**src/design/sagd_pkg.sv**
```systemverilog
// Shared constants and codes for the six-axis gesture detector.
package sagd_pkg;

  localparam int TIMER_BITS = 16;
  localparam int AXIS_BITS  = 16;
  localparam int NUM_AXES   = 6;
  localparam int LEVEL_BITS = 15;
  localparam int WIN_BITS   = 16;
  localparam int KIND_BITS  = 4;
  localparam int MAX_RES    = 3;

  localparam int IN_DATA_BITS  = 104;
  localparam int OUT_DATA_BITS = NUM_AXES * AXIS_BITS;

  // Input modes
  localparam logic [1:0] MODE_AXIS   = 2'd0;
  localparam logic [1:0] MODE_BUTTON = 2'd1;
  localparam logic [1:0] MODE_TICK   = 2'd2;

  // Result kinds
  localparam logic [3:0] EV_MOTION       = 4'd0;
  localparam logic [3:0] EV_PUMP         = 4'd1;
  localparam logic [3:0] EV_TWIST_RIGHT  = 4'd2;
  localparam logic [3:0] EV_DOUBLE_RIGHT = 4'd3;
  localparam logic [3:0] EV_TWIST_LEFT   = 4'd4;
  localparam logic [3:0] EV_DOUBLE_LEFT  = 4'd5;
  localparam logic [3:0] EV_BTN1_DOWN    = 4'd6;
  localparam logic [3:0] EV_BTN1_UP      = 4'd7;
  localparam logic [3:0] EV_BTN2_DOWN    = 4'd8;
  localparam logic [3:0] EV_BTN2_UP      = 4'd9;

  // Configuration register indexes
  localparam logic [2:0] REG_PRESS       = 3'd0;
  localparam logic [2:0] REG_RELEASE     = 3'd1;
  localparam logic [2:0] REG_TWIST_ARM   = 3'd2;
  localparam logic [2:0] REG_TWIST_REL   = 3'd3;
  localparam logic [2:0] REG_PUMP_WIN    = 3'd4;
  localparam logic [2:0] REG_DOUBLE_WIN  = 3'd5;

  // Reset values of the configuration registers
  localparam logic [LEVEL_BITS-1:0] PRESS_RST      = 15'd185;
  localparam logic [LEVEL_BITS-1:0] RELEASE_RST    = 15'd40;
  localparam logic [LEVEL_BITS-1:0] TWIST_ARM_RST  = 15'd130;
  localparam logic [LEVEL_BITS-1:0] TWIST_REL_RST  = 15'd75;
  localparam logic [WIN_BITS-1:0]   PUMP_WIN_RST   = 16'd350;
  localparam logic [WIN_BITS-1:0]   DOUBLE_WIN_RST = 16'd300;

  typedef logic [KIND_BITS-1:0] kind_t;
  typedef logic [TIMER_BITS-1:0] timer_t;

endpackage

```
**src/design/six_axis_gesture_detector.sv**
```systemverilog
// Six-axis gesture detector: pump, twist, double twist, button edges and motion.
// An input item passes the input register, then the result buffer, before its first result leaves.
// Throughput: one input transaction per cycle while each item yields at most one result
//   and m_tready is high; an item with n results (at most 3) holds the buffer until all leave,
//   setting the rate. Items with no result (ticks, quiet button reports, unused mode) also pass.
// Reset (rst, synchronous): clears gesture state, timers and pipeline; config returns to defaults.
module six_axis_gesture_detector (
  input  logic         clk,
  input  logic         rst,
  // configuration write port
  input  logic         cfg_wen,
  input  logic [2:0]   cfg_index,
  input  logic [15:0]  cfg_data,
  // input stream
  input  logic         s_tvalid,
  output logic         s_tready,
  // s_tdata, low bit up: move_x, move_y, move_z, turn_x, turn_y, turn_z, button_bits, zero pad
  input  logic [103:0] s_tdata,
  // s_tuser: mode
  input  logic [1:0]   s_tuser,
  // result stream
  output logic         m_tvalid,
  input  logic         m_tready,
  // m_tdata, low bit up: out_move_x, out_move_y, out_move_z, out_turn_x, out_turn_y, out_turn_z
  output logic [95:0]  m_tdata,
  // m_tuser: event_kind
  output logic [3:0]   m_tuser,
  output logic         m_tlast
);

  localparam int AB = sagd_pkg::AXIS_BITS;
  localparam int TB = sagd_pkg::TIMER_BITS;

  // ---------------------------------------------------------------------------
  // Configuration registers
  // ---------------------------------------------------------------------------
  logic [sagd_pkg::LEVEL_BITS-1:0] press_level, release_level;
  logic [sagd_pkg::LEVEL_BITS-1:0] twist_arm_level, twist_release_level;
  logic [sagd_pkg::WIN_BITS-1:0]   pump_window, double_window;

  always_ff @(posedge clk) begin
    if (rst) begin
      press_level         <= sagd_pkg::PRESS_RST;
      release_level       <= sagd_pkg::RELEASE_RST;
      twist_arm_level     <= sagd_pkg::TWIST_ARM_RST;
      twist_release_level <= sagd_pkg::TWIST_REL_RST;
      pump_window         <= sagd_pkg::PUMP_WIN_RST;
      double_window       <= sagd_pkg::DOUBLE_WIN_RST;
    end else if (cfg_wen) begin
      unique case (cfg_index)
        sagd_pkg::REG_PRESS:      press_level         <= cfg_data[14:0];
        sagd_pkg::REG_RELEASE:    release_level       <= cfg_data[14:0];
        sagd_pkg::REG_TWIST_ARM:  twist_arm_level     <= cfg_data[14:0];
        sagd_pkg::REG_TWIST_REL:  twist_release_level <= cfg_data[14:0];
        sagd_pkg::REG_PUMP_WIN:   pump_window         <= cfg_data;
        sagd_pkg::REG_DOUBLE_WIN: double_window       <= cfg_data;
        default: ;
      endcase
    end
  end

  // ---------------------------------------------------------------------------
  // Input register: one stage that holds the accepted transaction
  // ---------------------------------------------------------------------------
  logic        st_valid;
  logic [1:0]  st_mode;
  logic [97:0] st_data;

  // Result buffer: up to three kinds for one item, plus the axis values for motion
  logic [1:0]            res_cnt;
  logic [1:0]            res_idx;
  sagd_pkg::kind_t       res_kind [sagd_pkg::MAX_RES];
  logic [95:0]           res_axes;

  logic buf_free;
  logic advance;

  // The buffer can take a new item when empty or when its final result leaves now.
  assign buf_free = (res_cnt == 2'd0) || (m_tready && (res_idx == res_cnt - 2'd1));
  assign advance  = st_valid && buf_free;
  assign s_tready = !st_valid || buf_free;

  always_ff @(posedge clk) begin
    if (rst) begin
      st_valid <= 1'b0;
    end else if (s_tvalid && s_tready) begin
      st_valid <= 1'b1;
    end else if (advance) begin
      st_valid <= 1'b0;
    end
  end

  always_ff @(posedge clk) begin
    if (s_tvalid && s_tready) begin
      st_mode <= s_tuser;
      st_data <= s_tdata[97:0];
    end
  end

  // ---------------------------------------------------------------------------
  // Gesture state
  // ---------------------------------------------------------------------------
  logic pushed_down, right_armed, left_armed;
  logic right_window_open, left_window_open;
  logic [1:0] buttons_held;
  sagd_pkg::timer_t pump_timer, right_timer, left_timer;

  logic pushed_down_next, right_armed_next, left_armed_next;
  logic right_window_open_next, left_window_open_next;
  logic [1:0] buttons_held_next;
  sagd_pkg::timer_t pump_timer_next, right_timer_next, left_timer_next;

  sagd_pkg::kind_t lst [sagd_pkg::MAX_RES];
  logic [1:0]      lst_n;

  logic signed [AB:0] z_ext, rz_ext;
  logic signed [AB:0] press_s, rel_s, arm_s, trel_s;
  logic pump_ev, right_ev, left_ev;
  sagd_pkg::kind_t right_kind, left_kind;

  // Saturating tick count
  function automatic sagd_pkg::timer_t bump(input sagd_pkg::timer_t t);
    return (t == {TB{1'b1}}) ? t : t + 1'b1;
  endfunction

  always_comb begin
    pushed_down_next       = pushed_down;
    right_armed_next       = right_armed;
    left_armed_next        = left_armed;
    right_window_open_next = right_window_open;
    left_window_open_next  = left_window_open;
    buttons_held_next      = buttons_held;
    pump_timer_next        = pump_timer;
    right_timer_next       = right_timer;
    left_timer_next        = left_timer;
    pump_ev    = 1'b0;
    right_ev   = 1'b0;
    left_ev    = 1'b0;
    right_kind = sagd_pkg::EV_TWIST_RIGHT;
    left_kind  = sagd_pkg::EV_TWIST_LEFT;
    lst[0] = sagd_pkg::EV_MOTION;
    lst[1] = sagd_pkg::EV_MOTION;
    lst[2] = sagd_pkg::EV_MOTION;
    lst_n  = 2'd0;

    z_ext   = {st_data[3*AB-1], st_data[3*AB-1:2*AB]};
    rz_ext  = {st_data[6*AB-1], st_data[6*AB-1:5*AB]};
    press_s = {2'b00, press_level};
    rel_s   = {2'b00, release_level};
    arm_s   = {2'b00, twist_arm_level};
    trel_s  = {2'b00, twist_release_level};

    case (st_mode)
      sagd_pkg::MODE_AXIS: begin
        // Pump: press then release, in that order
        if (z_ext > press_s && !pushed_down_next) begin
          pushed_down_next = 1'b1;
          pump_timer_next  = '0;
        end
        if (z_ext < rel_s && pushed_down_next) begin
          pushed_down_next = 1'b0;
          pump_ev = 32'(pump_timer_next) < 32'(pump_window);
        end

        // Right twist: arm, fire on return, then check for a double
        if (rz_ext > arm_s) right_armed_next = 1'b1;
        if (right_armed_next && rz_ext < trel_s) begin
          right_ev               = 1'b1;
          right_kind             = sagd_pkg::EV_TWIST_RIGHT;
          right_timer_next       = '0;
          right_window_open_next = 1'b1;
          right_armed_next       = 1'b0;
        end
        if (right_window_open_next && right_armed_next) begin
          right_window_open_next = 1'b0;
          if (32'(right_timer_next) < 32'(double_window)) begin
            right_ev         = 1'b1;
            right_kind       = sagd_pkg::EV_DOUBLE_RIGHT;
            right_armed_next = 1'b0;
          end
        end

        // Left twist mirrors the right side on negated levels
        if (rz_ext < -arm_s) left_armed_next = 1'b1;
        if (left_armed_next && rz_ext > -trel_s) begin
          left_ev               = 1'b1;
          left_kind             = sagd_pkg::EV_TWIST_LEFT;
          left_timer_next       = '0;
          left_window_open_next = 1'b1;
          left_armed_next       = 1'b0;
        end
        if (left_window_open_next && left_armed_next) begin
          left_window_open_next = 1'b0;
          if (32'(left_timer_next) < 32'(double_window)) begin
            left_ev         = 1'b1;
            left_kind       = sagd_pkg::EV_DOUBLE_LEFT;
            left_armed_next = 1'b0;
          end
        end

        // Build the result list; drop the left event when pump and right both fired
        if (pump_ev) begin
          lst[lst_n] = sagd_pkg::EV_PUMP;
          lst_n = lst_n + 2'd1;
        end
        if (right_ev) begin
          lst[lst_n] = right_kind;
          lst_n = lst_n + 2'd1;
        end
        if (left_ev && lst_n < 2'd2) begin
          lst[lst_n] = left_kind;
          lst_n = lst_n + 2'd1;
        end
        lst[lst_n] = sagd_pkg::EV_MOTION;
        lst_n = lst_n + 2'd1;
      end
      sagd_pkg::MODE_BUTTON: begin
        if (st_data[96] != buttons_held[0]) begin
          lst[lst_n] = st_data[96] ? sagd_pkg::EV_BTN1_DOWN : sagd_pkg::EV_BTN1_UP;
          lst_n = lst_n + 2'd1;
          buttons_held_next[0] = st_data[96];
        end
        if (st_data[97] != buttons_held[1]) begin
          lst[lst_n] = st_data[97] ? sagd_pkg::EV_BTN2_DOWN : sagd_pkg::EV_BTN2_UP;
          lst_n = lst_n + 2'd1;
          buttons_held_next[1] = st_data[97];
        end
      end
      sagd_pkg::MODE_TICK: begin
        pump_timer_next  = bump(pump_timer);
        right_timer_next = bump(right_timer);
        left_timer_next  = bump(left_timer);
      end
      default: ;
    endcase
  end

  // Commit state when the staged item moves into the result buffer
  always_ff @(posedge clk) begin
    if (rst) begin
      pushed_down       <= 1'b0;
      right_armed       <= 1'b0;
      left_armed        <= 1'b0;
      right_window_open <= 1'b0;
      left_window_open  <= 1'b0;
      buttons_held      <= 2'b00;
      pump_timer        <= '0;
      right_timer       <= '0;
      left_timer        <= '0;
    end else if (advance) begin
      pushed_down       <= pushed_down_next;
      right_armed       <= right_armed_next;
      left_armed        <= left_armed_next;
      right_window_open <= right_window_open_next;
      left_window_open  <= left_window_open_next;
      buttons_held      <= buttons_held_next;
      pump_timer        <= pump_timer_next;
      right_timer       <= right_timer_next;
      left_timer        <= left_timer_next;
    end
  end

  // ---------------------------------------------------------------------------
  // Result buffer: while m_tready is high, serialize one result per cycle
  // ---------------------------------------------------------------------------
  always_ff @(posedge clk) begin
    if (rst) begin
      res_cnt <= 2'd0;
      res_idx <= 2'd0;
    end else if (advance) begin
      res_cnt <= lst_n;
      res_idx <= 2'd0;
    end else if (m_tvalid && m_tready) begin
      if (res_idx == res_cnt - 2'd1) begin
        res_cnt <= 2'd0;
        res_idx <= 2'd0;
      end else begin
        res_idx <= res_idx + 2'd1;
      end
    end
  end

  always_ff @(posedge clk) begin
    if (advance) begin
      res_kind[0] <= lst[0];
      res_kind[1] <= lst[1];
      res_kind[2] <= lst[2];
      res_axes    <= st_data[95:0];
    end
  end

  sagd_pkg::kind_t cur_kind;

  always_comb begin
    case (res_idx)
      2'd0:    cur_kind = res_kind[0];
      2'd1:    cur_kind = res_kind[1];
      default: cur_kind = res_kind[2];
    endcase
  end

  assign m_tvalid = (res_cnt != 2'd0);
  assign m_tuser  = cur_kind;
  assign m_tlast  = (res_idx == res_cnt - 2'd1);
  // Axis values only travel with the motion result
  assign m_tdata  = (cur_kind == sagd_pkg::EV_MOTION) ? res_axes : '0;

endmodule

```
**config.mk**
```make
export PLATFORM = sky130hd
export DESIGN_NAME = six_axis_gesture_detector
export DESIGN_NICKNAME = d
export VERILOG_FILES = /design/src/design/sagd_pkg.sv /design/src/design/six_axis_gesture_detector.sv
export SDC_FILE = /design/constraint.sdc
export NUM_CORES = 1
export LEC_CHECK = 0
export BUFFER_PORTS_ARGS = -buffer_cell sky130_fd_sc_hd__buf_2
export CAP_MARGIN = 20
export CORE_MARGIN = 4
export CORE_UTILIZATION = 40
export CTS_CLUSTER_DIAMETER = 120
export CTS_CLUSTER_SIZE = 30
export DETAILED_ROUTE_END_ITERATION = 16
export GPL_ROUTABILITY_DRIVEN = 1
export SLEW_MARGIN = 15
export SYNTH_ARGS = -nofsm -noshare
export SYNTH_HDL_FRONTEND = slang
export SYNTH_SLANG_ARGS = --single-unit
```
**constraint.sdc**
```tcl
create_clock -name clk -period 15.45 [get_ports clk]
set_input_delay 0.7725 -clock clk [delete_from_list [all_inputs] [get_ports clk]]
set_output_delay 0.7725 -clock clk [all_outputs]
set_load 0.05 [all_outputs]
```
==> qor.txt, run 1 <==
cells after synthesis: 1731
relative slew slack: 29.5%
Leak Pwr: 8.10 nW
Synth area leader: edfxtp_1
antenna violations before repair: 3
Synth Area in XOR/XNOR: 1.38%
grt ovf: 0
post-synthesis compound-gate area fraction: 12.4%
Cell Area, Synth: 17700 um^2
RSZ-0062 raised after global routing: false
Total Routing Usage GR: 18.4%
Initial Util: 40.8%
via count: 13.3k
Final period util: 44.1%
HP Start: s_tdata[85]
worst skew pair latency: 0.54 ns
Most used DFF post-synth: edfxtp_1
CTS max path bufs: 3
maxcap violations: 0
hold endpoint: st_data[85]
largest family of logic cells by synthesized area: simple AND/OR/NAND/NOR gates
H-tree depth: 1
Hold Crit Class: primary input to flip-flop
Sequential Power Share: 59.8%
synth top area cells: edfxtp_1 35%, dfxtp_1 17%, ha_1 11%
area fraction of the dominant cell type after synthesis: 34.9%
crit end category: flip-flop
IO Count: 233
Pwr Density: 90.1 nW/um^2
Tightest Pin Transition: 1.06 ns
drt first-iter violations: 1018
min Tclk post-route: 6.81 ns
Hold Crit Depth: 1
Final GP Congestion: 0.884
Fin. Hold Viols: 0
drt total wl: 45400 um
r2r setup slk: 8.64 ns
Req. time, crit path: 15.80 ns
simple-gate share of the synthesized area: 19.2%
largest net degree at the start of global routing: 103
r2r worst-path depth: 23
Achievable Freq: 0.147 GHz
Post CTS Setup Buffer Count: 0
Core Area: 43500 um^2
clock group share of total power: 29.4%
fill count: 4127
Peak VDD IR: 0.0000692 V
Die Ht: 218 um
area growth from synthesis to layout: 12.4%
setup TNS: 0 ns
ys async rst share: 0%
Residual DRC: 0
Post-synth EDFFs: 206
Setup Crit Path Kind: flip-flop to flip-flop
Pint: 1.33 mW
dpl hpwl: 33100 um
Post-DRT Antenna Nets: 0
yosys warns: 0
vias in the first global route: 12.6k
Comb pwr share: 10.8%
routed vias/inst: 5.29
Post-Synth Adder-Cell Area: 10.8%
Post-Route Skew: 0.0317 ns
Worst Setup Slack, final: 8.64 ns
Psw: 0.466 mW
Final Max Slew Viols: 0
post-synthesis mux area share: 0.290%
die width: 218 um
Critical Path Fanout Max: 17
commonest non-fill, non-tap cells in the layout: 237 x nand2_1, 225 x buf_2, 206 x edfxtp_1
#FFs+latches synth: 358
final hold slack: 0.391 ns
CP Launch Type: flip-flop
switching share of total power: 26.0%
die area: 47700 um^2
Nets: 2207
Detailed Routing Iterations Pass 1: 5
Final setup violation count: 0
row count: 76
post-synth net total: 2014
first-pass GRT wire length: 70800 um
register area share after synthesis: 52.1%
R2R Path End: res_kind[0][0]
pre-CTS WS: 8.77 ns
Netlist cell types: 71
CP Data Arrival Time: 7.16 ns
Reg-to-Reg Start: twist_arm_level[3]
CTS tree: yes
PortBufs: 226
commonest non-fill, non-tap cell in the layout: nand2_1
status: finished clean
clock buffer count from CTS: 16
synthesized area per cell: 10.2 um^2
Resized Gates After CTS: 0
mean routed wirelength per cell: 18.0 um
fraction of layout cells with a size suffix above 1: 14.2%
Clock transition at path regs: 0.13 ns
hold buffers post-CTS: 0
clock sinks: 358
CTS root buf: clkbuf_16
==> kinds of logic after synthesis <==
group / after synthesis
simple gates: 673
flops: 358
compound gates: 336
buf+inv: 178
fa+ha+maj: 153
xor+xnor: 28
mux: 5
==> cell usage after synthesis, types with 4 or more instances <==
| library cell | number |
|---|---|
| nor3_1 | 40 |
| nand2b_1 | 17 |
| o211a_1 | 6 |
| edfxtp_1 | 206 |
| a211oi_1 | 16 |
| o2111ai_1 | 4 |
| and4_1 | 6 |
| ha_1 | 153 |
| nand3b_1 | 17 |
| nand4_1 | 28 |
| mux2i_1 | 4 |
| nor4_1 | 13 |
| a21o_1 | 23 |
| a211o_1 | 8 |
| a311oi_1 | 22 |
| nand3_1 | 36 |
| and2b_1 | 5 |
| and2_1 | 125 |
| o21a_1 | 9 |
| a31oi_1 | 6 |
| nand2_1 | 237 |
| or3_1 | 4 |
| xor2_1 | 6 |
| a21oi_1 | 153 |
| buf_2 | 4 |
| nor2b_1 | 37 |
| o21ai_0 | 41 |
| or2_2 | 5 |
| xnor2_1 | 22 |
| clkbuf_1 | 53 |
| and3_1 | 21 |
| nor2_1 | 75 |
| a41oi_1 | 8 |
| dfxtp_1 | 152 |
| inv_1 | 118 |
| a22oi_1 | 5 |
| o211ai_1 | 6 |
==> worst max-delay path by stage <==
stage | startpoint | to | slack [ns] | depth (start not counted)
after floorplan | twist_arm_level[3] | res_kind[0][0] | 9.87 | 24
after global placement | twist_arm_level[3] | res_kind[0][0] | 8.89 | 23
after detailed placement | twist_arm_level[3] | res_kind[0][0] | 8.77 | 23
after CTS | twist_arm_level[3] | res_kind[0][0] | 8.70 | 23
after global routing | twist_arm_level[3] | res_kind[0][0] | 8.14 | 23
final | twist_arm_level[3] | res_kind[0][0] | 8.64 | 23
==> registers in the layout, summed over array words and instances (netlist names), 2 cells and up, named ones only <==
register             flops
right_timer             16
res_kind                10
release_level           15
res_cnt                  2
st_data                 98
res_axes                96
press_level             15
st_mode                  2
res_idx                  2
pump_window             16
left_timer              16
twist_release_level     15
double_window           16
buttons_held             2
twist_arm_level         15
pump_timer              16
==> routing by layer <==
layer	up-vias	GRT usage [%]	part of all wire (%)
met1	6416	26.1	46
met2	327	30.8	47
met4	2	3.60	1.8
met3	54	2.13	5.3
met5	-	0	0.044
li1	6530	-	-
==> per-stage QoR <==
| step | instance area (um^2) | utilization (%) | power, mW | instances |
|---|---|---|---|---|
| floorplan | 17700 | - | 1.22 | 1731 |
| global placement | 19400 | 44.7 | 1.28 | 2490 |
| detailed placement | 19400 | 44.7 | 1.29 | 2490 |
| CTS | 19900 | 45.8 | 1.81 | 2518 |
| global route | 19900 | 45.8 | 1.87 | 2520 |
| finish | 19900 | 45.8 | 1.79 | 2521 |
==> layout make-up <==
cell class,count,area (um^2),area share (%)
inverter,119,449,2.26
multi-input combinational,1195,7820,39.2
tap,585,732,3.68
timing repair buffer,234,1190,5.99
sequential,358,9230,46.3
antenna,2,5.00,0.0251
clock inverter,3,36.3,0.182
clock buffer,25,455,2.29
==> critical path, stage by stage (launching register included) <==
cell and delay [ns]:
dfxtp_1 0.33, inv_1 0.17, nand4_1 0.19, nor4_1 0.51, nand3_1 0.28, nor4_1 0.31
xnor2_1 0.13, ha_1 0.19, a21o_1 0.15, a2111o_1 0.46, a2111oi_4 0.42, a31oi_4 0.25
nor3_4 0.54, and2b_1 0.26, ha_1 0.28, a21o_1 0.16, a221o_1 0.31, a21oi_1 0.18
nand3_1 0.20, a21oi_1 0.34, a21oi_1 0.12, ha_1 0.22, o41a_1 0.36, a41oi_1 0.22
==> power groups by stage <==
stage / clock network (mW) / registers [mW] / logic, mW
3_3_place_gp: 0 / 1.09 / 0.189
2_1_floorplan: 0 / 1.09 / 0.130
3_5_place_dp: 0 / 1.09 / 0.194
4_1_cts: 0.546 / 1.07 / 0.195
6_report: 0.527 / 1.07 / 0.194
5_1_grt: 0.576 / 1.08 / 0.217
No activity file was read; power rests on OpenSTA's default activity.
==> inputs of run 2 (changes only) <==
==> constraint.sdc (replaced) <==
create_clock -name clk -period 5.54 [get_ports clk]
set_input_delay 0.277 -clock clk [delete_from_list [all_inputs] [get_ports clk]]
set_output_delay 0.277 -clock clk [all_outputs]
set_load 0.05 [all_outputs]
==> run 2 against run 1 <==
Effect of this change:
- core utilization grew 3.8 points
- cell count increased by 6.4%
- critical path type unchanged
- first-iteration DRC count down 15%
- hold slack got worse by 0.30 ns
- worst setup slack got worse by 8.7 ns
- largest power group unchanged
- non-clock buffer count up 161
- the run now ends with negative setup slack left
- fmax increased by 22%
- count of clock-buffer cells in the layout is the same
- sequential power rose to 2.8 times the previous value
- power rose to 2.9 times the previous value
==> qor.txt, run 2 (synthesis results as in run 1) <==
IO Count: 233 (unchanged)
crit-path max cell delay: 0.41 ns (-0.13 ns)
Pwr Density: 238 nW/um^2 (+160%)
H-tree depth: 1 (unchanged)
Total Routing Usage GR: 18.9% (+0.45 points)
RSZ-0062 raised after global routing: true
maxcap violations: 0 (unchanged)
vias in the first global route: 13.4k (+6.7%)
die width: 218 um (unchanged)
failing checks: negative setup slack
area growth from synthesis to layout: 21.7%
antenna violations before repair: 1 (-2)
Fin. Hold Viols: 0 (unchanged)
Post-Route Skew: 0.0369 ns (+0.00523 ns)
clock sinks: 358 (unchanged)
commonest non-fill, non-tap cells in the layout: 236 x nand2_1, 225 x buf_2, 206 x edfxtp_1
via count: 13.9k (+4.0%)
relative slew slack: 34.3% (+4.8 points)
Final Max Slew Viols: 0 (unchanged)
first-pass GRT wire length: 72600 um (+2.5%)
CP Launch Type: flip-flop
Worst Setup Slack, final: -0.0323 ns (-8.67 ns)
Setup Crit Path Kind: flip-flop to flip-flop
Tightest Pin Transition: 0.985 ns (-0.0719 ns)
row count: 76 (unchanged)
routed vias/inst: 5.17 (-2.3%)
multi-input combinational cell area: 7960 um^2 (+1.8%)
Psw: 1.30 mW (+180%)
Critical-path top delay cell: a2111o_1
Critical Path Start: twist_arm_level[5]
die area: 47700 um^2 (unchanged)
Die Ht: 218 um (unchanged)
fraction of layout cells with a size suffix above 1: 17.5% (+3.3 points)
status: finished with violations
biggest regs: st_data (98), res_axes (96)
grt ovf: 0 (unchanged)
Residual DRC: 0 (unchanged)
clock group share of total power: 29.1% (-0.3 points)
Req. time, crit path: 5.92 ns (-9.88 ns)
Nets: 2368 (+7.3%)
Reg-to-Reg Start: twist_arm_level[5]
Biggest register: st_data
Hold Crit Class: primary input to flip-flop
Comb pwr share: 12.7% (+1.9 points)
Cell Area, Placed: 19800 um^2 (+2.2%)
Sequential Power Share: 58.3% (-1.5 points)
Achievable Freq: 0.179 GHz (+22%)
Initial Util: 40.8% (unchanged)
mean routed wirelength per cell: 17.5 um (-2.8%)
Final GP Congestion: 0.933 (+5.5%)
crit end category: flip-flop
Final setup violation count: 1 (+1)
Final period util: 101% (+57 points)
largest net degree at the start of global routing: 97 (-5.8%)
crit-path most repeated cell: ha_2
drt first-iter violations: 867 (-15%)
post-route cell area: 21600 um^2 (+8.2%)
FF/Latch Area: 9240 um^2 (about the same)
Clock transition at path regs: 0.13 ns (about the same)
fill count: 4074 (-1.3%)
Peak VDD IR: 0.000203 V (+190%)
clock buffer count from CTS: 16 (unchanged)
pre-CTS WS: -0.270 ns (-9.04 ns)
placed cells: 2546 (+2.2%)
Pint: 3.82 mW (+190%)
CTS max path bufs: 3 (unchanged)
commonest non-fill, non-tap cell in the layout: nand2_1
PortBufs: 226 (unchanged)
HP Start: cfg_data[13]
r2r setup slk: -0.03 ns (-8.67 ns)
dpl hpwl: 33900 um (+2.4%)
drt total wl: 47000 um (+3.4%)
Detailed Routing Iterations Pass 1: 5 (unchanged)
non-filler cells in the finished layout: 2682 (+6.4%)
worst skew pair latency: 0.55 ns (about the same)
min Tclk post-route: 5.57 ns (-1.24 ns)
CP Data Arrival Time: 5.96 ns (-1.20 ns)
switching share of total power: 25.4% (-0.56 points)
Leak Pwr: 8.85 nW (+9.2%)
CTS tree: yes
Post-DRT Antenna Nets: 0 (unchanged)
Top delay family on crit path: compound AO/OA/AOI/OAI gates
CTS root buf: clkbuf_16
Core Area: 43500 um^2 (unchanged)
crit path buf inv count: 4 (+3)
Critical Path Fanout Max: 6 (-11)
Largest register FFs: 98 (unchanged)
[run 2: cell types whose count changed in the layout (fill, tap and decap cells not counted), sizes merged]
cell         previous run  this run
dlygate4sd3             0       102
buf                   234       293
bufinv                  0         1
clkinv                  0         1
clkinvlp                1         0
inv                   121       120
[run 2: through the flow]
step	hold slack [ns]	utilization, %	TNS, ns	power, mW
CTS	0.0556	49.3	0	5.18
floorplan	0.376	-	0	3.40
global placement	0.400	45.7	0	3.60
detailed placement	0.405	45.7	-0.568	3.62
finish	0.0874	49.6	-0.0323	5.12
global route	0.0755	49.6	-1.25	5.35
[run 2: worst register-to-register path, stage by stage (launching register included)]
cell and delay [ns]:
dfxtp_2 0.34, inv_2 0.05, nand4_1 0.14, nor4_2 0.31, buf_4 0.19, nand3_4 0.09, nor4_4 0.30, xnor2_2 0.13
ha_2 0.19, a21o_1 0.16, a2111o_1 0.41, a2111oi_4 0.38, a31oi_4 0.20, nor3_4 0.16, buf_6 0.15, buf_6 0.10
and2b_1 0.17, ha_2 0.16, a21o_1 0.17, a221o_1 0.34, a21oi_2 0.16, and3_4 0.22, o21ai_2 0.06, xor2_1 0.18
ha_2 0.19, o41a_1 0.32, a41oi_2 0.15
[run 2: final timing paths]
check             cells past startpoint             endpoint
setup reg to reg                     26       res_kind[0][0]
setup / recovery                     26       res_kind[0][0]
hold / removal                        3  twist_arm_level[13]
hold reg to reg                       0         res_axes[12]
[run 2: layer usage]
layer	global-route usage (%)	wire, um
met5	0	0
met4	4.99	1240
met3	1.84	2050
met2	32.1	22100
met1	25.9	21600
[run 2: repair_timing]
| action | 4_1_cts | 5_1_grt |
|---|---|---|
| buffers inserted | 2 | 2 |
| resized for setup | 3 | 37 |
| hold buffers | 102 | 0 |
| pin swaps | 3 | 23 |
| setup endpoints to repair | 4 | 7 |
| hold endpoints to repair | 102 | 0 |
[run 2: layout make-up]
cell class / instances / share of cell area [%]
Timing Repair Buffer: 395 / 12.4
Inverter: 119 / 2.08
Sequential cell: 358 / 42.8
Tap cell: 585 / 3.40
Clock inverter: 3 / 0.290
Multi-Input combinational cell: 1195 / 36.9
Antenna cell: 2 / 0.0232
Clock buffer: 25 / 2.11
[run 2: power by group through the flow]
stage	Combinational [mW]	Clock, mW	Sequential (mW)
6_report	0.648	1.49	2.99
3_3_place_gp	0.560	0	3.04
5_1_grt	0.713	1.64	3.00
2_1_floorplan	0.362	0	3.03
4_1_cts	0.642	1.55	2.99
3_5_place_dp	0.577	0	3.05
